<file path="config.mk">
export PLATFORM = sky130hd
export DESIGN_NAME = midi_track_event_encoder
export DESIGN_NICKNAME = d
export VERILOG_FILES = /design/src/rtl/core/mte_pkg.sv /design/src/rtl/core/mte_front.sv /design/src/rtl/core/mte_queue.sv /design/src/rtl/core/mte_back.sv /design/src/rtl/core/midi_track_event_encoder.sv
export SDC_FILE = /design/constraint.sdc
export NUM_CORES = 1
export LEC_CHECK = 0
export ABC_AREA = 1
export BUFFER_PORTS_ARGS = -buffer_cell sky130_fd_sc_hd__buf_2
export CORE_ASPECT_RATIO = 0.6
export CORE_UTILIZATION = 30
export DETAILED_ROUTE_END_ITERATION = 10
export GPL_TIMING_DRIVEN = 1
export PLACE_DENSITY = 0.45
export SYNTH_ARGS = -nofsm -noshare
export SYNTH_HDL_FRONTEND = slang
export SYNTH_HIERARCHICAL = 1
export SYNTH_SLANG_ARGS = --single-unit
</file>
<file path="constraint.sdc">
create_clock -name clk_i -period 6.85 [get_ports clk_i]
set_input_delay 0.685 -clock clk_i [delete_from_list [all_inputs] [get_ports clk_i]]
set_output_delay 0.685 -clock clk_i [all_outputs]
set_load 0.02 [all_outputs]
</file>
<file path="src/rtl/core/mte_pkg.sv">
// Shared types and constants for the MIDI track event encoder.
`default_nettype none

package mte_pkg;

  typedef enum logic [1:0] {
    CMD_TEMPO = 2'd0,
    CMD_NOTE  = 2'd1,
    CMD_EOT   = 2'd2
  } cmd_e;

  localparam int DELTA_BITS_DEFAULT = 32;
  localparam int QUEUE_DEPTH        = 2;
  localparam int MAX_BYTES          = 8;
  localparam int IDX_W              = $clog2(MAX_BYTES);

  localparam logic [23:0] TEMPO_RESET     = 24'd500000;
  localparam logic [7:0]  VLQ_MASK        = 8'h7f;
  localparam logic [7:0]  VLQ_CONT        = 8'h80;
  localparam logic [7:0]  STATUS_NOTE_ON  = 8'h90;
  localparam logic [7:0]  STATUS_NOTE_OFF = 8'h80;
  localparam logic [7:0]  META_PREFIX     = 8'hff;
  localparam logic [7:0]  META_TEMPO      = 8'h51;
  localparam logic [7:0]  META_TEMPO_LEN  = 8'h03;
  localparam logic [7:0]  META_EOT        = 8'h2f;

  typedef struct packed {
    logic [MAX_BYTES-1:0][7:0] data;
    logic [IDX_W-1:0]          last;
  } desc_t;

endpackage

`default_nettype wire

</file>
<file path="src/rtl/core/mte_front.sv">
// Front end: accepts commands, tracks the previous tick and builds byte descriptors.
`default_nettype none

module mte_front #(
  parameter int DELTA_BITS = mte_pkg::DELTA_BITS_DEFAULT
) (
  input  wire logic          clk_i,
  input  wire logic          rst_ni,
  input  wire logic          s_tvalid,
  output logic               s_tready,
  input  wire logic [47:0]   s_tdata,
  input  wire logic [2:0]    s_tuser,
  input  wire logic          cfg_valid_i,
  output logic               cfg_ready_o,
  input  wire logic [23:0]   cfg_data_i,
  output logic               push_o,
  output mte_pkg::desc_t     push_desc_o,
  input  wire logic          push_ready_i
);

  localparam int NG = (DELTA_BITS + 6) / 7;
  localparam int PW = NG * 7;

  logic [23:0]            tempo_q;
  logic [DELTA_BITS-1:0]  prev_q, prev_d;
  logic                   st_valid_q, st_valid_d;
  mte_pkg::cmd_e          st_cmd_q;
  logic [DELTA_BITS-1:0]  st_delta_q;
  logic                   st_on_q;
  logic [6:0]             st_pitch_q;
  logic [6:0]             st_vel_q;

  mte_pkg::cmd_e          in_cmd;
  logic                   in_known;
  logic                   accept;
  logic [PW-1:0]          delta_ext;
  logic [2:0]             top;
  logic [7:0]             status;
  logic [7:0]             vel;
  mte_pkg::desc_t         note_desc;
  mte_pkg::desc_t         desc;

  assign cfg_ready_o = 1'b1;
  assign s_tready    = !st_valid_q || push_ready_i;
  assign accept      = s_tvalid && s_tready;
  assign in_cmd      = mte_pkg::cmd_e'(s_tuser[1:0]);
  assign push_o      = st_valid_q && push_ready_i;
  assign push_desc_o = desc;

  always_comb begin
    in_known = 1'b0;
    prev_d   = prev_q;
    unique case (in_cmd)
      mte_pkg::CMD_TEMPO: begin
        in_known = 1'b1;
      end
      mte_pkg::CMD_NOTE: begin
        in_known = 1'b1;
        prev_d   = s_tdata[DELTA_BITS-1:0];
      end
      mte_pkg::CMD_EOT: begin
        in_known = 1'b1;
        prev_d   = '0;
      end
      default: begin
        in_known = 1'b0;
      end
    endcase
  end

  always_comb begin
    st_valid_d = st_valid_q;
    if (accept) begin
      st_valid_d = in_known;
    end else if (push_o) begin
      st_valid_d = 1'b0;
    end
  end

  always_ff @(posedge clk_i or negedge rst_ni) begin
    if (!rst_ni) begin
      tempo_q    <= mte_pkg::TEMPO_RESET;
      prev_q     <= '0;
      st_valid_q <= 1'b0;
    end else begin
      if (cfg_valid_i) begin
        tempo_q <= cfg_data_i;
      end
      if (accept) begin
        prev_q <= prev_d;
      end
      st_valid_q <= st_valid_d;
    end
  end

  always_ff @(posedge clk_i) begin
    if (accept) begin
      st_cmd_q   <= in_cmd;
      st_delta_q <= s_tdata[DELTA_BITS-1:0] - prev_q;
      st_on_q    <= s_tuser[2];
      st_pitch_q <= s_tdata[38:32];
      st_vel_q   <= s_tdata[45:39];
    end
  end

  // Variable-length quantity: highest nonzero seven-bit group first.
  assign delta_ext = PW'(st_delta_q);
  assign status    = st_on_q ? mte_pkg::STATUS_NOTE_ON : mte_pkg::STATUS_NOTE_OFF;

  always_comb begin
    vel = '0;
    if (st_on_q) begin
      vel = (st_vel_q == '0) ? 8'd1 : {1'b0, st_vel_q};
    end
  end

  always_comb begin
    top = '0;
    for (int k = 1; k < NG; k++) begin
      if (delta_ext[k*7 +: 7] != '0) begin
        top = 3'(k);
      end
    end
  end

  always_comb begin
    note_desc      = '0;
    note_desc.last = top + 3'd3;
    for (int j = 0; j < mte_pkg::MAX_BYTES; j++) begin
      if (3'(j) <= top) begin
        for (int k = 0; k < NG; k++) begin
          if (3'(k) + 3'(j) == top) begin
            note_desc.data[j] = ((3'(j) != top) ? mte_pkg::VLQ_CONT : 8'h00)
                              | ({1'b0, delta_ext[k*7 +: 7]} & mte_pkg::VLQ_MASK);
          end
        end
      end else if (3'(j) == top + 3'd1) begin
        note_desc.data[j] = status;
      end else if (3'(j) == top + 3'd2) begin
        note_desc.data[j] = {1'b0, st_pitch_q};
      end else if (3'(j) == top + 3'd3) begin
        note_desc.data[j] = vel;
      end
    end
  end

  always_comb begin
    desc = '0;
    unique case (st_cmd_q)
      mte_pkg::CMD_TEMPO: begin
        desc.data[1] = mte_pkg::META_PREFIX;
        desc.data[2] = mte_pkg::META_TEMPO;
        desc.data[3] = mte_pkg::META_TEMPO_LEN;
        desc.data[4] = tempo_q[23:16];
        desc.data[5] = tempo_q[15:8];
        desc.data[6] = tempo_q[7:0];
        desc.last    = 3'd6;
      end
      mte_pkg::CMD_NOTE: begin
        desc = note_desc;
      end
      mte_pkg::CMD_EOT: begin
        desc.data[1] = mte_pkg::META_PREFIX;
        desc.data[2] = mte_pkg::META_EOT;
        desc.last    = 3'd3;
      end
      default: begin
        desc = '0;
      end
    endcase
  end

endmodule

`default_nettype wire

</file>
<file path="src/rtl/core/mte_queue.sv">
// Small descriptor queue between the front end and the byte sequencer.
`default_nettype none

module mte_queue (
  input  wire logic            clk_i,
  input  wire logic            rst_ni,
  input  wire logic            push_i,
  input  wire mte_pkg::desc_t  push_desc_i,
  output logic                 push_ready_o,
  input  wire logic            pop_i,
  output mte_pkg::desc_t       pop_desc_o,
  output logic                 pop_valid_o
);

  localparam int DEPTH = mte_pkg::QUEUE_DEPTH;
  localparam int PTR_W = (DEPTH > 1) ? $clog2(DEPTH) : 1;
  localparam int CNT_W = $clog2(DEPTH + 1);

  mte_pkg::desc_t    mem_q [DEPTH];
  logic [PTR_W-1:0]  wr_q, wr_d, rd_q, rd_d;
  logic [CNT_W-1:0]  cnt_q, cnt_d;

  assign push_ready_o = (cnt_q != CNT_W'(DEPTH));
  assign pop_valid_o  = (cnt_q != '0);
  assign pop_desc_o   = mem_q[rd_q];

  always_comb begin
    wr_d  = wr_q;
    rd_d  = rd_q;
    cnt_d = cnt_q;
    if (push_i) begin
      wr_d = (wr_q == PTR_W'(DEPTH - 1)) ? '0 : wr_q + 1'b1;
    end
    if (pop_i) begin
      rd_d = (rd_q == PTR_W'(DEPTH - 1)) ? '0 : rd_q + 1'b1;
    end
    if (push_i && !pop_i) begin
      cnt_d = cnt_q + 1'b1;
    end else if (pop_i && !push_i) begin
      cnt_d = cnt_q - 1'b1;
    end
  end

  always_ff @(posedge clk_i or negedge rst_ni) begin
    if (!rst_ni) begin
      wr_q  <= '0;
      rd_q  <= '0;
      cnt_q <= '0;
    end else begin
      wr_q  <= wr_d;
      rd_q  <= rd_d;
      cnt_q <= cnt_d;
    end
  end

  always_ff @(posedge clk_i) begin
    if (push_i) begin
      mem_q[wr_q] <= push_desc_i;
    end
  end

`ifndef SYNTH
  a_no_overflow: assert property (@(posedge clk_i) disable iff (!rst_ni)
    push_i |-> (push_ready_o || pop_i))
    else $error("descriptor pushed into a full queue");
  a_no_underflow: assert property (@(posedge clk_i) disable iff (!rst_ni)
    pop_i |-> pop_valid_o)
    else $error("descriptor popped from an empty queue");
`endif

endmodule

`default_nettype wire

</file>
<file path="src/rtl/core/mte_back.sv">
// Byte sequencer: one descriptor byte per unstalled cycle into the output register.
`default_nettype none

module mte_back (
  input  wire logic                      clk_i,
  input  wire logic                      rst_ni,
  input  wire logic                      pop_valid_i,
  input  wire mte_pkg::desc_t            pop_desc_i,
  output logic                           pop_o,
  output logic                           m_tvalid,
  input  wire logic                      m_tready,
  output logic [7:0]                     m_tdata,
  output logic                           m_tlast
);

  mte_pkg::desc_t              desc_q, desc_d;
  logic [mte_pkg::IDX_W-1:0]   idx_q, idx_d;
  logic                        busy_q, busy_d;
  logic                        out_valid_q, out_valid_d;
  logic [7:0]                  out_data_q, out_data_d;
  logic                        out_last_q, out_last_d;
  logic                        out_free;
  logic                        at_last;

  assign out_free = !out_valid_q || m_tready;
  assign at_last  = (idx_q == desc_q.last);
  assign pop_o    = pop_valid_i && (!busy_q || (out_free && at_last));
  assign m_tvalid = out_valid_q;
  assign m_tdata  = out_data_q;
  assign m_tlast  = out_last_q;

  always_comb begin
    desc_d      = desc_q;
    idx_d       = idx_q;
    busy_d      = busy_q;
    out_valid_d = out_valid_q;
    out_data_d  = out_data_q;
    out_last_d  = out_last_q;
    if (out_free) begin
      out_valid_d = busy_q;
      if (busy_q) begin
        out_data_d = desc_q.data[idx_q];
        out_last_d = at_last;
        idx_d      = idx_q + 1'b1;
        if (at_last) begin
          busy_d = 1'b0;
        end
      end
    end
    if (pop_o) begin
      desc_d = pop_desc_i;
      idx_d  = '0;
      busy_d = 1'b1;
    end
  end

  always_ff @(posedge clk_i or negedge rst_ni) begin
    if (!rst_ni) begin
      idx_q       <= '0;
      busy_q      <= 1'b0;
      out_valid_q <= 1'b0;
    end else begin
      idx_q       <= idx_d;
      busy_q      <= busy_d;
      out_valid_q <= out_valid_d;
    end
  end

  always_ff @(posedge clk_i) begin
    desc_q     <= desc_d;
    out_data_q <= out_data_d;
    out_last_q <= out_last_d;
  end

`ifndef SYNTH
  a_idx_in_range: assert property (@(posedge clk_i) disable iff (!rst_ni)
    busy_q |-> (idx_q <= desc_q.last))
    else $error("byte index ran past the end of the descriptor");
  a_load_restarts: assert property (@(posedge clk_i) disable iff (!rst_ni)
    pop_o |=> (busy_q && idx_q == '0))
    else $error("new descriptor did not start at its first byte");
`endif

endmodule

`default_nettype wire

</file>
<file path="src/rtl/core/midi_track_event_encoder.sv">
// Each accepted item goes through the front-end stage register, the descriptor queue
// and the sequencer to the single output byte register, one byte per cycle unless
// m_tready stalls; an item is 4 to 8 bytes (tempo 7, end of track 4, note 4 to 8).
// A two-entry descriptor queue lets the input keep taking items while bytes drain.
// Reset is asynchronous and active low; it clears the previous tick, sets the tempo
// to 500000 and empties the queue and output register.
`default_nettype none

module midi_track_event_encoder #(
  parameter int DELTA_BITS = mte_pkg::DELTA_BITS_DEFAULT
) (
  input  wire logic        clk_i,
  input  wire logic        rst_ni,
  input  wire logic        s_tvalid,
  output logic             s_tready,
  input  wire logic [47:0] s_tdata,     // tick[31:0], pitch[38:32], velocity[45:39], zero
  input  wire logic [2:0]  s_tuser,     // command[1:0], note_on[2]
  input  wire logic        cfg_valid_i,
  output logic             cfg_ready_o,
  input  wire logic [23:0] cfg_data_i,  // tempo_micros[23:0]
  output logic             m_tvalid,
  input  wire logic        m_tready,
  output logic [7:0]       m_tdata,     // out_byte[7:0]
  output logic             m_tlast
);

  logic            push;
  logic            push_ready;
  mte_pkg::desc_t  push_desc;
  logic            pop;
  logic            pop_valid;
  mte_pkg::desc_t  pop_desc;

  mte_front #(
    .DELTA_BITS(DELTA_BITS)
  ) u_front (
    .clk_i       (clk_i),
    .rst_ni      (rst_ni),
    .s_tvalid    (s_tvalid),
    .s_tready    (s_tready),
    .s_tdata     (s_tdata),
    .s_tuser     (s_tuser),
    .cfg_valid_i (cfg_valid_i),
    .cfg_ready_o (cfg_ready_o),
    .cfg_data_i  (cfg_data_i),
    .push_o      (push),
    .push_desc_o (push_desc),
    .push_ready_i(push_ready)
  );

  mte_queue u_queue (
    .clk_i       (clk_i),
    .rst_ni      (rst_ni),
    .push_i      (push),
    .push_desc_i (push_desc),
    .push_ready_o(push_ready),
    .pop_i       (pop),
    .pop_desc_o  (pop_desc),
    .pop_valid_o (pop_valid)
  );

  mte_back u_back (
    .clk_i      (clk_i),
    .rst_ni     (rst_ni),
    .pop_valid_i(pop_valid),
    .pop_desc_i (pop_desc),
    .pop_o      (pop),
    .m_tvalid   (m_tvalid),
    .m_tready   (m_tready),
    .m_tdata    (m_tdata),
    .m_tlast    (m_tlast)
  );

endmodule

`default_nettype wire

</file>
==> flow_metrics.py <==
metrics = {
    "yosys": {
        "synth.most_common_cell": "sky130_fd_sc_hd__nand2_1",
        "yosysWarningCount": 6,
        "synth_edf_count": 259,
        "synth_largest_area_cell": "sky130_fd_sc_hd__edfxtp_1",
        "synth.lib_cells_used.distinct": 51,
        "synth.yosys.seq_area_share_pct": 56.0,
        "synth-async-reset-ratio_pct": 20.3,
        "synth_cells": 1712,
        "synth.top_cells.by_area": "sky130_fd_sc_hd__edfxtp_1 (46%), sky130_fd_sc_hd__dfrtp_1 (8.8%), sky130_fd_sc_hd__nand2_1 (7.6%)",
        "synth_seq_cells": 325,
        "area_fraction_of_the_dominant_cell_type_after_synthesis_pct": 46.1,
        "avgSynthCellArea_sq_um": 9.85,
        "post_synth_most_frequent_cells": "sky130_fd_sc_hd__nand2_1 (340), sky130_fd_sc_hd__edfxtp_1 (259), sky130_fd_sc_hd__inv_1 (167), sky130_fd_sc_hd__o21ai_0 (163), sky130_fd_sc_hd__nor2_1 (158)",
        "synth-main-ff-cell": "sky130_fd_sc_hd__edfxtp_1",
        "netlist_area_sq_um": 16900,
        "synth_nets": 1834,
    },
    "floorplan": {
        "top_level_ports": 92,
        "effective_utilization_at_floorplan_pct": 30.7,
        "die_height_um": 186,
        "core_area_sq_um": 54800,
        "chipWidth_um": 308,
        "core.rowCount": 66,
        "design.die.area_sq_um": 57200,
    },
    "timing": {
        "post_route_setup_tns_ns": 0,
        "finalWorstPathRequiredPeriod_ns": 4.77,
        "timing.max_slew.rel_slack_pct": 15.8,
        "report.final.setup_viol": 0,
        "timing.clock.skew_ns": 0.0240,
        "timing.final.max_slew_violations": 0,
        "max_freq_mhz": 210,
        "worst_slew_pin_slew_ns": 1.26,
        "hold_viol_final": 0,
        "grt_setup_unrepaired": "false",
        "final_min_period_over_clock_period_pct": 69.7,
    },
    "place": {
        "port_buffers": 88,
        "place_congestion": 0.952,
        "dp_hpwl_um": 42100,
    },
    "clock_network": {
        "cts_sinks": 325,
        "clock-root-buffer": "sky130_fd_sc_hd__clkbuf_16",
        "cts_setup_buffers": 0,
        "cts_buffer_depth": 3,
        "count_of_hold_buffers_inserted_by_post_cts_repair": 0,
        "postCtsResizedCells": 0,
        "clock_tree_from_tritoncts": "yes",
        "cts_inserted_buffers": 35,
        "clock_tree.htree_level_count": 2,
        "clk_pin_slew_worst_paths_ns": 0.06,
        "clk_latency_ns": 0.54,
    },
    "cells_and_area": {
        "ant_diodes": 0,
        "final_nets": 1904,
        "nFillCells": 5696,
        "ff_latch_area_sq_um": 9440,
        "synthToLayoutAreaGrowth_pct": 13.5,
        "share_of_cells_above_drive_strength_1_pct": 15.6,
        "combined_area_of_the_multi_input_logic_cells_sq_um": 6360,
    },
    "grt": {
        "first_global_vias": 12300,
        "overflow": 0,
        "grtUsageTotal_pct": 19.8,
        "groute.layer.met3.usage_pct": 5.61,
        "grt_max_degree": 63,
        "grt_antenna_before_repair": 1,
        "global_route.peak_usage_layer": "met1",
        "grt_use_met2_pct": 25.0,
        "global_route.usage.met1_pct": 32.2,
        "first_pass_grt_wire_length_um": 82300,
    },
    "critical_path": {
        "r2r.worst_path.cells": 16,
        "timing.critical_path.from": "u_front/st_delta_q[8]$_DFFE_PP_",
        "critical_path.startpoint_type": "flip-flop",
        "endpoint_kind": "flip-flop",
        "critPathMaxFanout": 17,
        "crit_arrival_ns": 5.14,
        "required_ns": 7.22,
        "crit-reg2reg-launch": "u_front/st_delta_q[8]$_DFFE_PP_",
        "critical_path.reg2reg.endpoint": "u_queue/mem_q[0][28]$_DFFE_PP_",
        "timing.reg2reg.setup_slack_ns": 2.08,
        "path_class": "reg -> reg",
    },
    "detailed_routing": {
        "detailroute.via_count": 12700,
        "routedWlPerCell_um": 21.8,
        "antenna_violating_nets_post_route": 0,
        "post_route_wl_um": 55800,
        "drt-vias-per-instance": 4.95,
        "post-route-drc-count": 0,
        "drt_iter0_markers": 1018,
        "drt_first_pass_iters": 5,
    },
    "power_and_ir_drop": {
        "static-leakage-power_nw": 7.62,
        "peakVddDrop_v": 0.000181,
        "powerDensity_nw_per_um2": 399,
        "total_power_mw": 7.64,
    },
    "status": {
        "status": "finished clean",
    },
    "min_path": {
        "timing.hold.worst.class": "in -> async",
    },
    "run": {
        "timing.max_cap.violations": 0,
    },
}
## cell usage in the layout (no fill, tap or decap), types with 3 or more instances in the layout
master and instances:
sky130_fd_sc_hd__nand2_1 340, sky130_fd_sc_hd__edfxtp_1 259, sky130_fd_sc_hd__inv_1 165, sky130_fd_sc_hd__o21ai_0 163, sky130_fd_sc_hd__nor2_1 156, sky130_fd_sc_hd__a21oi_1 104, sky130_fd_sc_hd__buf_2 87, sky130_fd_sc_hd__nand3_1 87
sky130_fd_sc_hd__dfrtp_1 57, sky130_fd_sc_hd__mux2_2 53, sky130_fd_sc_hd__ha_1 41, sky130_fd_sc_hd__clkbuf_16 36, sky130_fd_sc_hd__o21ai_1 32, sky130_fd_sc_hd__o211ai_1 24, sky130_fd_sc_hd__xor2_1 20, sky130_fd_sc_hd__mux2_4 20
sky130_fd_sc_hd__nand4_1 14, sky130_fd_sc_hd__buf_4 13, sky130_fd_sc_hd__nor3_1 11, sky130_fd_sc_hd__inv_2 10, sky130_fd_sc_hd__nand2_2 10, sky130_fd_sc_hd__nor2_4 9, sky130_fd_sc_hd__clkinvlp_4 7, sky130_fd_sc_hd__o221ai_1 7
sky130_fd_sc_hd__dfstp_2 7, sky130_fd_sc_hd__clkbuf_1 6, sky130_fd_sc_hd__nor2_2 6, sky130_fd_sc_hd__bufinv_16 5, sky130_fd_sc_hd__clkinv_2 5, sky130_fd_sc_hd__o22ai_1 5, sky130_fd_sc_hd__o21a_1 4, sky130_fd_sc_hd__nor4_1 4
sky130_fd_sc_hd__a21o_1 3, sky130_fd_sc_hd__xnor2_1 3, sky130_fd_sc_hd__o21bai_1 3
## kinds of logic after synthesis
logic type | after synthesis | synth area share (%)
flops | 325 | 56.0
other cells | 1 | 0.0222
simple gates | 648 | 16.4
xor+xnor | 24 | 1.29
fa+ha+maj | 42 | 3.16
compound gates | 356 | 11.4
mux | 73 | 5.32
buf+inv | 243 | 6.36
## routing by layer
layer | part of all wire [%] | vias to the layer above
met5 | 0 | -
met2 | 36 | 369
li1 | - | 6036
met4 | 1.6 | 0
met3 | 8.6 | 67
met1 | 54 | 6186
## area by class of cell
type	count	area share, %
clock buffers	43	4.90
clock inverters	21	1.36
inverters	176	3.48
multi-input cells	1144	33.2
flip-flops and latches	325	49.3
well taps	748	4.89
repair buffers	100	2.79
## metrics by stage
step / cell area, sq um / utilization (%) / hold slack (ns) / setup WS, ns / cells
3_3_place_gp: 17900 / 32.7 / 0.478 / 2.30 / 2493
6_report: 19100 / 34.9 / 0.0374 / 2.08 / 2557
2_1_floorplan: 16900 / - / 0.389 / 2.85 / 1712
5_1_grt: 19100 / 34.9 / 0.0356 / 1.76 / 2557
4_1_cts: 19100 / 34.9 / 0.0304 / 2.19 / 2557
3_5_place_dp: 17900 / 32.7 / 0.494 / 2.24 / 2493
## sequential cells by signal, indices dropped and copies added, names as in the netlist, 2 cells and up
| register | cells |
|---|---|
| u_back/m_tdata | 8 |
| u_back/desc_q | 67 |
| u_back/idx_q | 3 |
| u_front/st_delta_q | 32 |
| u_front/st_cmd_q | 2 |
| u_queue/cnt_q | 2 |
| u_front/st_vel_q | 7 |
| u_front/tempo_q | 24 |
| u_front/st_pitch_q | 7 |
| u_front/prev_q | 32 |
| u_queue/mem_q | 134 |
## where the power goes
group	leakage [nW]	switching [mW]	internal, mW	total (mW)
registers	3.23	0.288	2.85	3.14
logic	3.83	1.71	0.789	2.50
clock network	0.564	0.827	1.17	2.00
total	7.62	2.82	4.82	7.64
## worst max-delay path, cell delays in order, from the launching register on
cell and delay (ns):
sky130_fd_sc_hd__edfxtp_1 0.58, sky130_fd_sc_hd__nor2_1 0.17, sky130_fd_sc_hd__nand2_1 0.11, sky130_fd_sc_hd__nor2_4 0.46
sky130_fd_sc_hd__inv_2 0.14, sky130_fd_sc_hd__nand2_2 0.16, sky130_fd_sc_hd__nand2_1 0.07, sky130_fd_sc_hd__nand2_1 0.13
sky130_fd_sc_hd__ha_1 0.29, sky130_fd_sc_hd__inv_1 0.30, sky130_fd_sc_hd__nor2_1 0.66, sky130_fd_sc_hd__inv_1 0.45
sky130_fd_sc_hd__nor2_1 0.31, sky130_fd_sc_hd__nand2_1 0.20, sky130_fd_sc_hd__o21ai_0 0.22, sky130_fd_sc_hd__nand2_1 0.13
sky130_fd_sc_hd__a21oi_1 0.18
## worst max path at each step
stage | slack, ns | end | depth (start not counted)
6_report | 2.08 | u_queue/mem_q[0][28]$_DFFE_PP_ | 16
5_1_grt | 1.76 | u_queue/mem_q[1][31]$_DFFE_PP_ | 16
4_1_cts | 2.19 | u_queue/mem_q[0][28]$_DFFE_PP_ | 16
3_5_place_dp | 2.24 | u_queue/mem_q[0][33]$_DFFE_PP_ | 16
3_3_place_gp | 2.30 | u_queue/mem_q[0][28]$_DFFE_PP_ | 16
2_1_floorplan | 2.85 | u_queue/mem_q[0][0]$_DFFE_PP_ | 6
(Power assumes the default switching activity.)
